==> src/rtl/ercp_pkg.sv <==
// ----------------------------------------------------------------------------
// ercp_pkg: shared types and constants of the rotated cube projector
// Configuration struct, register indexes, CORDIC constants and cube corners.
// ----------------------------------------------------------------------------
package ercp_pkg;

  typedef struct packed {
    logic signed [4:0] z_offset;
    logic [7:0]        scale;
    logic [7:0]        center_x;
    logic [7:0]        center_y;
  } cfg_t;

  localparam logic [7:0] REG_Z_OFFSET = 8'd0;
  localparam logic [7:0] REG_SCALE    = 8'd1;
  localparam logic [7:0] REG_CENTER_X = 8'd2;
  localparam logic [7:0] REG_CENTER_Y = 8'd3;

  localparam logic signed [4:0] Z_OFFSET_RST = -5'sd4;
  localparam logic [7:0]        SCALE_RST    = 8'd100;
  localparam logic [7:0]        CENTER_X_RST = 8'd64;
  localparam logic [7:0]        CENTER_Y_RST = 8'd80;

  localparam logic [63:0]        PI_Q60      = 64'h3243F6A8885A308D;
  localparam logic signed [34:0] PI_Q30      = 35'sh0C90FDAA2;
  localparam logic signed [34:0] HALF_PI_Q30 = 35'sh06487ED51;
  localparam logic signed [33:0] CORDIC_GAIN = 34'sh026DD3B6A;

  function automatic logic [31:0] atan_q30(input logic [3:0] i);
    case (i)
      4'd0:  atan_q30 = 32'h3243F6A8;
      4'd1:  atan_q30 = 32'h1DAC6705;
      4'd2:  atan_q30 = 32'h0FADBAFC;
      4'd3:  atan_q30 = 32'h07F56EA6;
      4'd4:  atan_q30 = 32'h03FEAB76;
      4'd5:  atan_q30 = 32'h01FFD55B;
      4'd6:  atan_q30 = 32'h00FFFAAA;
      4'd7:  atan_q30 = 32'h007FFF55;
      4'd8:  atan_q30 = 32'h003FFFEA;
      4'd9:  atan_q30 = 32'h001FFFFD;
      4'd10: atan_q30 = 32'h000FFFFF;
      4'd11: atan_q30 = 32'h0007FFFF;
      4'd12: atan_q30 = 32'h0003FFFF;
      4'd13: atan_q30 = 32'h0001FFFF;
      4'd14: atan_q30 = 32'h0000FFFF;
      default: atan_q30 = 32'h00007FFF;
    endcase
  endfunction

  // corner sign flags {x_neg, y_neg, z_neg}
  function automatic logic [2:0] corner_neg(input logic [2:0] k);
    case (k)
      3'd0: corner_neg = 3'b110;
      3'd1: corner_neg = 3'b010;
      3'd2: corner_neg = 3'b000;
      3'd3: corner_neg = 3'b100;
      3'd4: corner_neg = 3'b111;
      3'd5: corner_neg = 3'b011;
      3'd6: corner_neg = 3'b001;
      default: corner_neg = 3'b101;
    endcase
  endfunction

endpackage

==> src/rtl/ercp_if.sv <==
// ----------------------------------------------------------------------------
// ercp_if: channel interfaces of the rotated cube projector
// Encoder sample input, vertex output and configuration write channels.
// ----------------------------------------------------------------------------
interface ercp_in_if;
  logic valid;
  logic ready;
  logic clk_level;
  logic dt_level;
  modport source (output valid, clk_level, dt_level, input ready);
  modport sink (input valid, clk_level, dt_level, output ready);
endinterface

interface ercp_out_if #(parameter int COORD_BITS = 11);
  logic                         valid;
  logic                         ready;
  logic [2:0]                   vertex_index;
  logic signed [COORD_BITS-1:0] screen_x;
  logic signed [COORD_BITS-1:0] screen_y;
  logic                         angle_changed;
  logic                         last;
  modport source (output valid, vertex_index, screen_x, screen_y, angle_changed, last,
                  input ready);
  modport sink (input valid, vertex_index, screen_x, screen_y, angle_changed, last,
                output ready);
endinterface

interface ercp_cfg_if;
  logic       valid;
  logic       ready;
  logic [7:0] index;
  logic [7:0] data;
  modport source (output valid, index, data, input ready);
  modport sink (input valid, index, data, output ready);
endinterface

==> src/rtl/ercp_front.sv <==
// ----------------------------------------------------------------------------
// ercp_front: encoder edge detection and angle accumulation
// Tracks the encoder clock level, steps and wraps the angle, queues the work.
// ----------------------------------------------------------------------------
module ercp_front
  import ercp_pkg::*;
#(
  parameter int AF = 16
) (
  input  logic            clk,
  input  logic            rst,
  ercp_in_if.sink         src,
  output logic            push_valid,
  output logic [AF+4:0]   push_data,
  input  logic            push_ready
);

  localparam int AW = AF + 4;
  localparam logic [63:0] PI_W  = (PI_Q60 + (64'd1 << (59 - AF))) >> (60 - AF);
  localparam logic [63:0] TPI_W = (PI_Q60 + (64'd1 << (58 - AF))) >> (59 - AF);
  localparam logic [63:0] STP_W = ((64'd1 << AF) + 64'd2) / 64'd5;
  localparam logic signed [AW-1:0] PI_QF     = PI_W[AW-1:0];
  localparam logic signed [AW-1:0] TWO_PI_QF = TPI_W[AW-1:0];
  localparam logic signed [AW-1:0] STEP_QF   = STP_W[AW-1:0];

  logic                 prev_clk;
  logic signed [AW-1:0] angle;
  logic signed [AW-1:0] sum;
  logic signed [AW-1:0] wrapped;
  logic                 fall;

  always_comb begin
    fall = (src.clk_level != prev_clk) && !src.clk_level;
    sum  = src.dt_level ? angle + STEP_QF : angle - STEP_QF;
    if (sum >= PI_QF) begin
      wrapped = sum - TWO_PI_QF;
    end else if (sum < -PI_QF) begin
      wrapped = sum + TWO_PI_QF;
    end else begin
      wrapped = sum;
    end
  end

  assign src.ready  = push_ready;
  assign push_valid = src.valid;
  assign push_data  = {fall ? wrapped : angle, fall};

  always_ff @(posedge clk) begin
    if (rst) begin
      prev_clk <= 1'b1;
      angle    <= '0;
    end else if (src.valid && push_ready) begin
      prev_clk <= src.clk_level;
      if (fall) begin
        angle <= wrapped;
      end
    end
  end

endmodule

==> src/rtl/ercp_queue.sv <==
// ----------------------------------------------------------------------------
// ercp_queue: two-entry queue between front and back
// Holds stepped angles and their change flags.
// ----------------------------------------------------------------------------
module ercp_queue #(
  parameter int W = 21
) (
  input  logic         clk,
  input  logic         rst,
  input  logic         push_valid,
  input  logic [W-1:0] push_data,
  output logic         push_ready,
  output logic         pop_valid,
  output logic [W-1:0] pop_data,
  input  logic         pop
);

  logic [W-1:0] mem [2];
  logic         wr_ptr;
  logic         rd_ptr;
  logic [1:0]   count;
  logic         do_push;
  logic         do_pop;

  assign push_ready = (count != 2'd2);
  assign pop_valid  = (count != 2'd0);
  assign pop_data   = mem[rd_ptr];
  assign do_push    = push_valid && push_ready;
  assign do_pop     = pop && pop_valid;

  always_ff @(posedge clk) begin
    if (do_push) begin
      mem[wr_ptr] <= push_data;
    end
  end

  always_ff @(posedge clk) begin
    if (rst) begin
      wr_ptr <= 1'b0;
      rd_ptr <= 1'b0;
      count  <= 2'd0;
    end else begin
      if (do_push) begin
        wr_ptr <= !wr_ptr;
      end
      if (do_pop) begin
        rd_ptr <= !rd_ptr;
      end
      if (do_push && !do_pop) begin
        count <= count + 2'd1;
      end else if (do_pop && !do_push) begin
        count <= count - 2'd1;
      end
    end
  end

endmodule

==> src/rtl/ercp_back.sv <==
// ----------------------------------------------------------------------------
// ercp_back: CORDIC sin/cos and per-vertex perspective projection
// Sequential CORDIC, then for each corner and axis a multiply and a
// restoring divider with rounding and saturation, into an output register.
// ----------------------------------------------------------------------------
module ercp_back
  import ercp_pkg::*;
#(
  parameter int AF = 16,
  parameter int CB = 11
) (
  input  logic          clk,
  input  logic          rst,
  input  cfg_t          cfg,
  input  logic          q_valid,
  input  logic [AF+4:0] q_data,
  output logic          q_pop,
  ercp_out_if.source    dst
);

  localparam int AW = AF + 4;
  localparam int NW = 49 + CB;
  localparam int BW = $clog2(CB);
  localparam logic [CB-1:0] MAXV = {1'b0, {(CB-1){1'b1}}};
  localparam logic [CB-1:0] MINV = {1'b1, {(CB-1){1'b0}}};
  localparam logic [BW-1:0] BIT_TOP = BW'(CB - 1);

  typedef enum logic [3:0] {
    B_IDLE, B_CORDIC, B_FOLD, B_TERM, B_PROD, B_PREP, B_DIVSET, B_DIV, B_SAT, B_EMIT
  } state_t;

  state_t               state;
  logic signed [34:0]   ang_a;
  logic signed [33:0]   cx;
  logic signed [33:0]   cy;
  logic [3:0]           iter;
  logic                 neg;
  logic                 changed;
  logic signed [33:0]   s_r;
  logic signed [33:0]   c_r;
  logic [2:0]           k;
  logic                 axis;
  logic signed [36:0]   den_r;
  logic signed [35:0]   num_r;
  logic signed [45:0]   term;
  logic [36:0]          dmag;
  logic                 dneg;
  logic                 dzero;
  logic signed [46:0]   p;
  logic [NW-1:0]        rem;
  logic [NW-1:0]        dsh;
  logic [CB-1:0]        quot;
  logic                 ovf;
  logic [BW-1:0]        bitc;
  logic [CB-1:0]        x_res;
  logic [CB-1:0]        y_res;

  logic                 o_valid;
  logic [2:0]           o_idx;
  logic [CB-1:0]        o_x;
  logic [CB-1:0]        o_y;
  logic                 o_chg;
  logic                 o_last;
  logic                 emit;

  logic signed [AW-1:0] q_ang;
  logic signed [34:0]   a0;
  logic signed [33:0]   xs;
  logic signed [33:0]   ys;
  logic signed [34:0]   atn;
  logic [2:0]           f;
  logic signed [34:0]   sv;
  logic signed [34:0]   cv;
  logic signed [34:0]   rz;
  logic signed [34:0]   nx;
  logic signed [36:0]   den;
  logic [7:0]           cent;
  logic [44:0]          cd;
  logic [46:0]          pabs;
  logic [NW-1:0]        nn;
  logic [NW-1:0]        d2;
  logic [CB-1:0]        res;

  assign q_ang = q_data[AW:1];
  assign q_pop = (state == B_IDLE) && q_valid;
  // output register loads when empty or being drained this cycle
  assign emit  = (state == B_EMIT) && (!o_valid || dst.ready);

  always_comb begin
    a0   = {{(35-AW){q_ang[AW-1]}}, q_ang} <<< (30 - AF);
    xs   = cx >>> iter;
    ys   = cy >>> iter;
    atn  = $signed({3'b000, atan_q30(iter)});
    f    = corner_neg(k);
    sv   = 35'(s_r);
    cv   = 35'(c_r);
    rz   = (f[2] ? -sv : sv) + (f[0] ? -cv : cv);
    nx   = (f[2] ? -cv : cv) - (f[0] ? -sv : sv);
    den  = 37'(rz) + (37'(cfg.z_offset) <<< 30);
    cent = axis ? cfg.center_y : cfg.center_x;
    cd   = dmag * 45'(cent);
    pabs = p[46] ? 47'(-p) : 47'(p);
    nn   = NW'({pabs, 1'b0}) + NW'(dmag);
    d2   = NW'({dmag, 1'b0});
    if (dzero) begin
      if (term > 0) begin
        res = MAXV;
      end else if (term < 0) begin
        res = MINV;
      end else begin
        res = CB'(cent);
      end
    end else if (!p[46]) begin
      res = (ovf || quot[CB-1]) ? MAXV : quot;
    end else begin
      res = (ovf || (quot > MINV)) ? MINV : -quot;
    end
  end

  always_ff @(posedge clk) begin
    if (rst) begin
      state   <= B_IDLE;
      o_valid <= 1'b0;
    end else begin
      if (emit) begin
        o_valid <= 1'b1;
      end else if (o_valid && dst.ready) begin
        o_valid <= 1'b0;
      end
      case (state)
        B_IDLE: begin
          if (q_valid) begin
            changed <= q_data[0];
            cx      <= CORDIC_GAIN;
            cy      <= '0;
            iter    <= '0;
            if (a0 > HALF_PI_Q30) begin
              ang_a <= a0 - PI_Q30;
              neg   <= 1'b1;
            end else if (a0 < -HALF_PI_Q30) begin
              ang_a <= a0 + PI_Q30;
              neg   <= 1'b1;
            end else begin
              ang_a <= a0;
              neg   <= 1'b0;
            end
            state <= B_CORDIC;
          end
        end
        B_CORDIC: begin
          if (!ang_a[34]) begin
            cx    <= cx - ys;
            cy    <= cy + xs;
            ang_a <= ang_a - atn;
          end else begin
            cx    <= cx + ys;
            cy    <= cy - xs;
            ang_a <= ang_a + atn;
          end
          iter <= iter + 4'd1;
          if (iter == 4'd15) begin
            state <= B_FOLD;
          end
        end
        B_FOLD: begin
          s_r   <= neg ? -cy : cy;
          c_r   <= neg ? -cx : cx;
          k     <= '0;
          axis  <= 1'b0;
          state <= B_TERM;
        end
        B_TERM: begin
          den_r <= den;
          if (axis) begin
            num_r <= f[1] ? -(36'sd1 <<< 30) : (36'sd1 <<< 30);
          end else begin
            num_r <= 36'(nx);
          end
          state <= B_PROD;
        end
        B_PROD: begin
          term  <= 46'(num_r) * $signed({38'd0, cfg.scale});
          dmag  <= den_r[36] ? 37'(-den_r) : 37'(den_r);
          dneg  <= den_r[36];
          dzero <= (den_r == '0);
          state <= B_PREP;
        end
        B_PREP: begin
          p     <= $signed({2'b00, cd}) + (dneg ? -47'(term) : 47'(term));
          state <= B_DIVSET;
        end
        B_DIVSET: begin
          ovf   <= (nn >= (d2 << CB));
          rem   <= nn;
          dsh   <= d2 << (CB - 1);
          quot  <= '0;
          bitc  <= BIT_TOP;
          state <= B_DIV;
        end
        B_DIV: begin
          if (rem >= dsh) begin
            rem  <= rem - dsh;
            quot <= {quot[CB-2:0], 1'b1};
          end else begin
            quot <= {quot[CB-2:0], 1'b0};
          end
          dsh <= dsh >> 1;
          if (bitc == '0) begin
            state <= B_SAT;
          end else begin
            bitc <= bitc - 1'b1;
          end
        end
        B_SAT: begin
          if (!axis) begin
            x_res <= res;
            axis  <= 1'b1;
            state <= B_TERM;
          end else begin
            y_res <= res;
            state <= B_EMIT;
          end
        end
        B_EMIT: begin
          if (emit) begin
            o_idx   <= k;
            o_x     <= x_res;
            o_y     <= y_res;
            o_chg   <= changed;
            o_last  <= (k == 3'd7);
            axis    <= 1'b0;
            if (k == 3'd7) begin
              state <= B_IDLE;
            end else begin
              k     <= k + 3'd1;
              state <= B_TERM;
            end
          end
        end
        default: state <= B_IDLE;
      endcase
    end
  end

  assign dst.valid         = o_valid;
  assign dst.vertex_index  = o_idx;
  assign dst.screen_x      = o_x;
  assign dst.screen_y      = o_y;
  assign dst.angle_changed = o_chg;
  assign dst.last          = o_last;

endmodule

==> src/rtl/encoder_rotated_cube_projector_unit.sv <==
// ----------------------------------------------------------------------------
// encoder_rotated_cube_projector_unit: encoder driven rotated cube projector
// Steps a Y-axis rotation angle from encoder samples and projects the cube.
// ----------------------------------------------------------------------------
// Sequence: CORDIC and FOLD per input, then for each vertex and axis the TERM, PROD,
//   PREP, DIVSET, DIV loop and SAT states, then EMIT into the output register.
// Throughput: one input per run; two inputs queue while a run is in progress.
// Reset: synchronous, clears angle, encoder level (high), queue, output and
//   configuration registers to their defaults.
module encoder_rotated_cube_projector_unit
  import ercp_pkg::*;
#(
  parameter int ANGLE_FRAC_BITS = 16,
  parameter int COORD_BITS      = 11
) (
  input  logic       clk,
  input  logic       rst,
  ercp_in_if.sink    src,
  ercp_out_if.source dst,
  ercp_cfg_if.sink   cfg
);

  localparam int QW = ANGLE_FRAC_BITS + 5;

  cfg_t          regs;
  logic          push_valid;
  logic [QW-1:0] push_data;
  logic          push_ready;
  logic          pop_valid;
  logic [QW-1:0] pop_data;
  logic          pop;

  assign cfg.ready = 1'b1;

  always_ff @(posedge clk) begin
    if (rst) begin
      regs.z_offset <= Z_OFFSET_RST;
      regs.scale    <= SCALE_RST;
      regs.center_x <= CENTER_X_RST;
      regs.center_y <= CENTER_Y_RST;
    end else if (cfg.valid) begin
      case (cfg.index)
        REG_Z_OFFSET: regs.z_offset <= $signed(cfg.data[4:0]);
        REG_SCALE:    regs.scale    <= cfg.data;
        REG_CENTER_X: regs.center_x <= cfg.data;
        REG_CENTER_Y: regs.center_y <= cfg.data;
        default: ;
      endcase
    end
  end

  ercp_front #(.AF(ANGLE_FRAC_BITS)) u_front (
    .clk        (clk),
    .rst        (rst),
    .src        (src),
    .push_valid (push_valid),
    .push_data  (push_data),
    .push_ready (push_ready)
  );

  ercp_queue #(.W(QW)) u_queue (
    .clk        (clk),
    .rst        (rst),
    .push_valid (push_valid),
    .push_data  (push_data),
    .push_ready (push_ready),
    .pop_valid  (pop_valid),
    .pop_data   (pop_data),
    .pop        (pop)
  );

  ercp_back #(.AF(ANGLE_FRAC_BITS), .CB(COORD_BITS)) u_back (
    .clk     (clk),
    .rst     (rst),
    .cfg     (regs),
    .q_valid (pop_valid),
    .q_data  (pop_data),
    .q_pop   (pop),
    .dst     (dst)
  );

endmodule

==> src/flat_wrapper.sv <==
// flat-port wrapper written by rule: the top's interface ports become plain ports
module encoder_rotated_cube_projector_unit_flat import ercp_pkg::*;
#(
  parameter int ANGLE_FRAC_BITS = 16,
  parameter int COORD_BITS      = 11
)
  (clk, rst, src_valid, src_clk_level, src_dt_level, src_ready, dst_valid, dst_vertex_index, dst_screen_x, dst_screen_y, dst_angle_changed, dst_last, dst_ready, cfg_valid, cfg_index, cfg_data, cfg_ready);
  ercp_in_if src_i ();
  ercp_out_if #(.COORD_BITS(COORD_BITS)) dst_i ();
  ercp_cfg_if cfg_i ();
  input  logic clk;
  input  logic rst;
  input wire logic [$bits(src_i.valid)-1:0] src_valid;
  input wire logic [$bits(src_i.clk_level)-1:0] src_clk_level;
  input wire logic [$bits(src_i.dt_level)-1:0] src_dt_level;
  output wire logic [$bits(src_i.ready)-1:0] src_ready;
  output wire logic [$bits(dst_i.valid)-1:0] dst_valid;
  output wire logic [$bits(dst_i.vertex_index)-1:0] dst_vertex_index;
  output wire logic [$bits(dst_i.screen_x)-1:0] dst_screen_x;
  output wire logic [$bits(dst_i.screen_y)-1:0] dst_screen_y;
  output wire logic [$bits(dst_i.angle_changed)-1:0] dst_angle_changed;
  output wire logic [$bits(dst_i.last)-1:0] dst_last;
  input wire logic [$bits(dst_i.ready)-1:0] dst_ready;
  input wire logic [$bits(cfg_i.valid)-1:0] cfg_valid;
  input wire logic [$bits(cfg_i.index)-1:0] cfg_index;
  input wire logic [$bits(cfg_i.data)-1:0] cfg_data;
  output wire logic [$bits(cfg_i.ready)-1:0] cfg_ready;
  assign src_i.valid = src_valid;
  assign src_i.clk_level = src_clk_level;
  assign src_i.dt_level = src_dt_level;
  assign src_ready = src_i.ready;
  assign dst_valid = dst_i.valid;
  assign dst_vertex_index = dst_i.vertex_index;
  assign dst_screen_x = dst_i.screen_x;
  assign dst_screen_y = dst_i.screen_y;
  assign dst_angle_changed = dst_i.angle_changed;
  assign dst_last = dst_i.last;
  assign dst_i.ready = dst_ready;
  assign cfg_i.valid = cfg_valid;
  assign cfg_i.index = cfg_index;
  assign cfg_i.data = cfg_data;
  assign cfg_ready = cfg_i.ready;
  encoder_rotated_cube_projector_unit #(.ANGLE_FRAC_BITS(ANGLE_FRAC_BITS), .COORD_BITS(COORD_BITS)) u_core (.clk(clk), .rst(rst), .src(src_i), .dst(dst_i), .cfg(cfg_i));
endmodule
==> config.mk <==
export PLATFORM = sky130hd
export DESIGN_NAME = encoder_rotated_cube_projector_unit_flat
export DESIGN_NICKNAME = d
export VERILOG_FILES = /design/src/rtl/ercp_pkg.sv /design/src/rtl/ercp_if.sv /design/src/rtl/ercp_front.sv /design/src/rtl/ercp_queue.sv /design/src/rtl/ercp_back.sv /design/src/rtl/encoder_rotated_cube_projector_unit.sv /design/src/flat_wrapper.sv
export SDC_FILE = /design/constraint.sdc
export NUM_CORES = 2
export LEC_CHECK = 0
export BUFFER_PORTS_ARGS = -buffer_cell sky130_fd_sc_hd__buf_2
export CORE_MARGIN = 8
export CORE_UTILIZATION = 50
export CTS_BUF_LIST = sky130_fd_sc_hd__clkbuf_8
export DETAILED_ROUTE_END_ITERATION = 7
export PLACE_DENSITY = 0.68
export SYNTH_ARGS = -nofsm -noshare
export SYNTH_HDL_FRONTEND = slang
export SYNTH_SLANG_ARGS = --single-unit
==> constraint.sdc <==
create_clock -name clk -period 9.03 [get_ports clk]
set_input_delay 0 -clock clk [delete_from_list [all_inputs] [get_ports clk]]
set_output_delay 0 -clock clk [all_outputs]
set_load 0.1 [all_outputs]
==> impl_metrics.json <==
{
  "post-route-util": 0.5419,
  "tightestPinTransition_ns": 1.159,
  "drc": 0,
  "skew_ns": 0.05878,
  "fillers": 13126,
  "numCtsBuffers": 131,
  "grt_pass1_wl_um": 315000,
  "r2r-start": "u_core.u_back.axis$_DFFE_PP_",
  "area_growth_syn_to_layout_pct": 7.501,
  "wire_per_inst_um": 19.79,
  "finalMaxSlewViolations": 0,
  "period_minus_slack_ns": 8.525,
  "cts_tree": "built",
  "yosysSeqAreaShare": 0.2726,
  "slew_headroom": 0.2274,
  "critPathTopFamily": "compound AO/OA/AOI/OAI gates",
  "critPathCapture": "u_core.u_back.p[42]$_DFFE_PP_",
  "setup_violations": 0,
  "rows": 139,
  "final_cell_mix": "nor2_1 (789), nand2_1 (787), inv_1 (758), edfxtp_1 (598), ha_1 (544)",
  "grt.total_usage": 0.2473,
  "place.gp.congestion": 0.9607,
  "cts_root_buf": "clkbuf_8",
  "crit_path_end_kind": "register",
  "drt-vias-per-instance": 5.845,
  "arrival_ns": 9.12,
  "ys_types": 102,
  "synthCells": 8012,
  "die_w_um": 396.5,
  "ys_top_cells_by_area": "edfxtp_1 (25%), fa_1 (12%), ha_1 (9.4%)",
  "routed-via-count": 58797,
  "crit_buf_inv": 5,
  "yosysWarnings": 0,
  "dieArea_um2": 157200,
  "reg2reg_depth": 34,
  "io_pins": 53,
  "start_util": 0.5040,
  "grt_overflow": 0,
  "critPathLaunchType": "register",
  "critPathRequiredTime_ns": 9.62,
  "drive_above_1_share": 0.06416,
  "synth_edf_count": 598,
  "cap_violations": 0,
  "placed_cells": 9787,
  "die_y_um": 396.5,
  "post-cts-setup-buffers": 0,
  "yosys_register_bits": 687,
  "fp.coreArea_um2": 143700,
  "drtPass1Iterations": 6,
  "cts_buffer_depth": 3,
  "final_area_um2": 77840,
  "synth_area_leader_cell": "edfxtp_1",
  "synth_ff_type": "edfxtp_1",
  "worstSkewPairLatency_ns": 0.87,
  "outcome": "finished clean",
  "hold_class": "in -> reg",
  "slowest_delay_ns": 0.55,
  "crit_type": "reg -> reg",
  "wirelength_um": 199100,
  "grt_antenna_before_repair": 9,
  "fin_cells": 10060,
  "critPathSlowestCell": "fa_1",
  "synthArstFlopShare": 0,
  "ant_nets": 0,
  "critPathLaunch": "u_core.u_back.axis$_DFFE_PP_",
  "power_density_nw_per_um2": 252.5,
  "nets": 9051,
  "grt_pass1_vias": 58649,
  "r2r_slack_ns": 0.51,
  "final_common_cell": "nor2_1",
  "grt_start_max_net_pins": 106,
  "hold_viol_final": 0,
  "fin_crit_sh": 0.9441,
  "irDropWorstVdd_mv": 0.4208,
  "path_common_cell": "a21oi_1",
  "hpwl_um": 157000,
  "synth.avg_cell_area_um2": 9.037,
  "p_leak_uw": 0.03313,
  "clk_pin_slew_worst_paths_ns": 0.06,
  "drt_iter0_drc": 4171,
  "rr_endpoint": "u_core.u_back.p[42]$_DFFE_PP_",
  "path_depth": 34,
  "yosysTopAreaCellShare": 0.2480,
  "port_buffers": 51,
  "h-tree-depth": 4,
  "placed_area_um2": 74750,
  "syn_area_um2": 72410,
  "max_freq_ghz": 0.1173,
  "cts_sinks": 687,
  "cp_max_fo": 37
}
-- sequential cells by signal, indices dropped and copies added (netlist names), 11 cells and up, named ones only --
| register | count |
|---|---|
| u_core.u_back.p | 47 |
| u_core.u_back.s_r | 34 |
| u_core.regs | 29 |
| u_core.u_back.cx | 34 |
| u_core.u_back.c_r | 34 |
| u_core.u_back.y_res | 11 |
| u_core.u_back.dst.screen_y | 11 |
| u_core.u_back.dst.screen_x | 11 |
| u_core.u_back.dmag | 37 |
| u_core.u_back.atn | 29 |
| u_core.u_back.rem | 60 |
| u_core.u_back.ang_a | 35 |
| u_core.u_back.dsh | 48 |
| u_core.u_back.num_r | 35 |
| u_core.u_back.quot | 11 |
| u_core.u_back.cy | 34 |
| u_core.u_back.term | 45 |
| u_core.u_back.den_r | 36 |
| u_core.u_front.angle | 20 |
| u_core.u_back.x_res | 11 |
| u_core.u_queue.mem | 42 |
-- metal layers --
layer  track usage  part of all wire  routed length, um  up-vias
li1              -                 -                  -    27985
met1        0.3133              0.42              83860    28439
met2        0.4124              0.47              92760     1878
met3       0.03942             0.060              11940      491
met4        0.1204             0.053              10470        4
met5             0           0.00012                 23        -
-- synthesized netlist by cell type (22+ instances only) --
cell and n:
inv_1 732, nor4_1 51, nand2_1 788, o21a_1 65, nand4_1 59, nand2b_1 98, o21ai_1 38, ha_1 544
o211ai_1 28, or2_2 25, and2_1 239, edfxtp_1 598, nor2_1 789, o41ai_1 38, o21bai_1 67, a211o_1 22
nor3_1 138, dfxtp_1 89, clkbuf_1 207, mux2_2 39, a21oi_1 457, fa_1 438, a211oi_1 38, nand3_1 103
a21o_1 195, xnor2_1 510, o31ai_1 80, o21ai_0 398, nor3b_1 24, a31oi_1 67, or4_1 45, or3_1 89
nor2b_1 73, buf_1 31, mux2i_1 97, xor2_1 292, mux4_2 72, o22ai_1 22, and3_1 50
-- through the flow --
step / hold slack, ns / worst slack [ns] / total power [uW] / TNS (ns)
2_1_floorplan: 0.1179 / 0.5476 / 13830 / 0
3_3_place_gp: 0.2223 / 0.3572 / 16040 / 0
3_5_place_dp: 0.2473 / 0.2307 / 16250 / 0
4_1_cts: 0.01578 / 0.1864 / 19610 / 0
5_1_grt: 0.06303 / -0.006110 / 21170 / -0.006110
6_report: 0.1067 / 0.5052 / 19650 / 0
-- cell type report --
| cell class | count | area [um^2] | share of cell area |
|---|---|---|---|
| Inverter | 752 | 2823 | 0.03626 |
| Multi-Input combinational cell | 6314 | 49000 | 0.6295 |
| Tap cell | 1903 | 2381 | 0.03059 |
| Clock buffer | 142 | 1954 | 0.02511 |
| Antenna cell | 6 | 15.01 | 0.0001929 |
| Sequential cell | 687 | 19740 | 0.2536 |
| Timing Repair Buffer | 160 | 1185 | 0.01522 |
| Clock inverter | 96 | 740.7 | 0.009516 |
-- worst min path at each step --
stage                   from                                   end  depth (start not counted)
2_1_floorplan    cfg_data[2]          u_core.regs[26]$_SDFFE_PP1P_                          1
3_3_place_gp   src_clk_level  u_core.u_front.prev_clk$_SDFFE_PP1P_                          3
3_5_place_dp   src_clk_level  u_core.u_front.prev_clk$_SDFFE_PP1P_                          3
4_1_cts         src_dt_level  u_core.u_front.angle[1]$_SDFFE_PP0P_                          5
5_1_grt          cfg_data[7]           u_core.regs[7]$_SDFFE_PP0P_                          4
6_report        src_dt_level  u_core.u_front.angle[1]$_SDFFE_PP0P_                          5
-- cell families after synthesis --
family	share of synthesized area
simple gates	0.1719
compound gates	0.1469
buf+inv	0.05339
fa+ha+maj	0.2151
xor+xnor	0.09701
flops	0.2726
mux	0.04301
other cells	0.0001037
-- tightest hold or removal path: cells and delay by family --
family / cells / cell delay [ns]
buf+inv: 1 / 0.30
compound gates: 3 / 0.28
fa+ha+maj: 1 / 0.33
-- repair_timing --
item / in CTS / in global routing
hold buffers: 29 / 0
setup endpoints to repair: 0 / 8
endpoints found under the hold margin: 119 / 0
resized for setup: 0 / 18
-- power breakdown --
part	internal [uW]	leakage (uW)	total [uW]	switching [uW]
Clock	1730	0.00147	3230	1490
Sequential	4250	0.00625	4900	646
Combinational	4910	0.0254	11500	6620
Power figures use the tool's default switching activity.
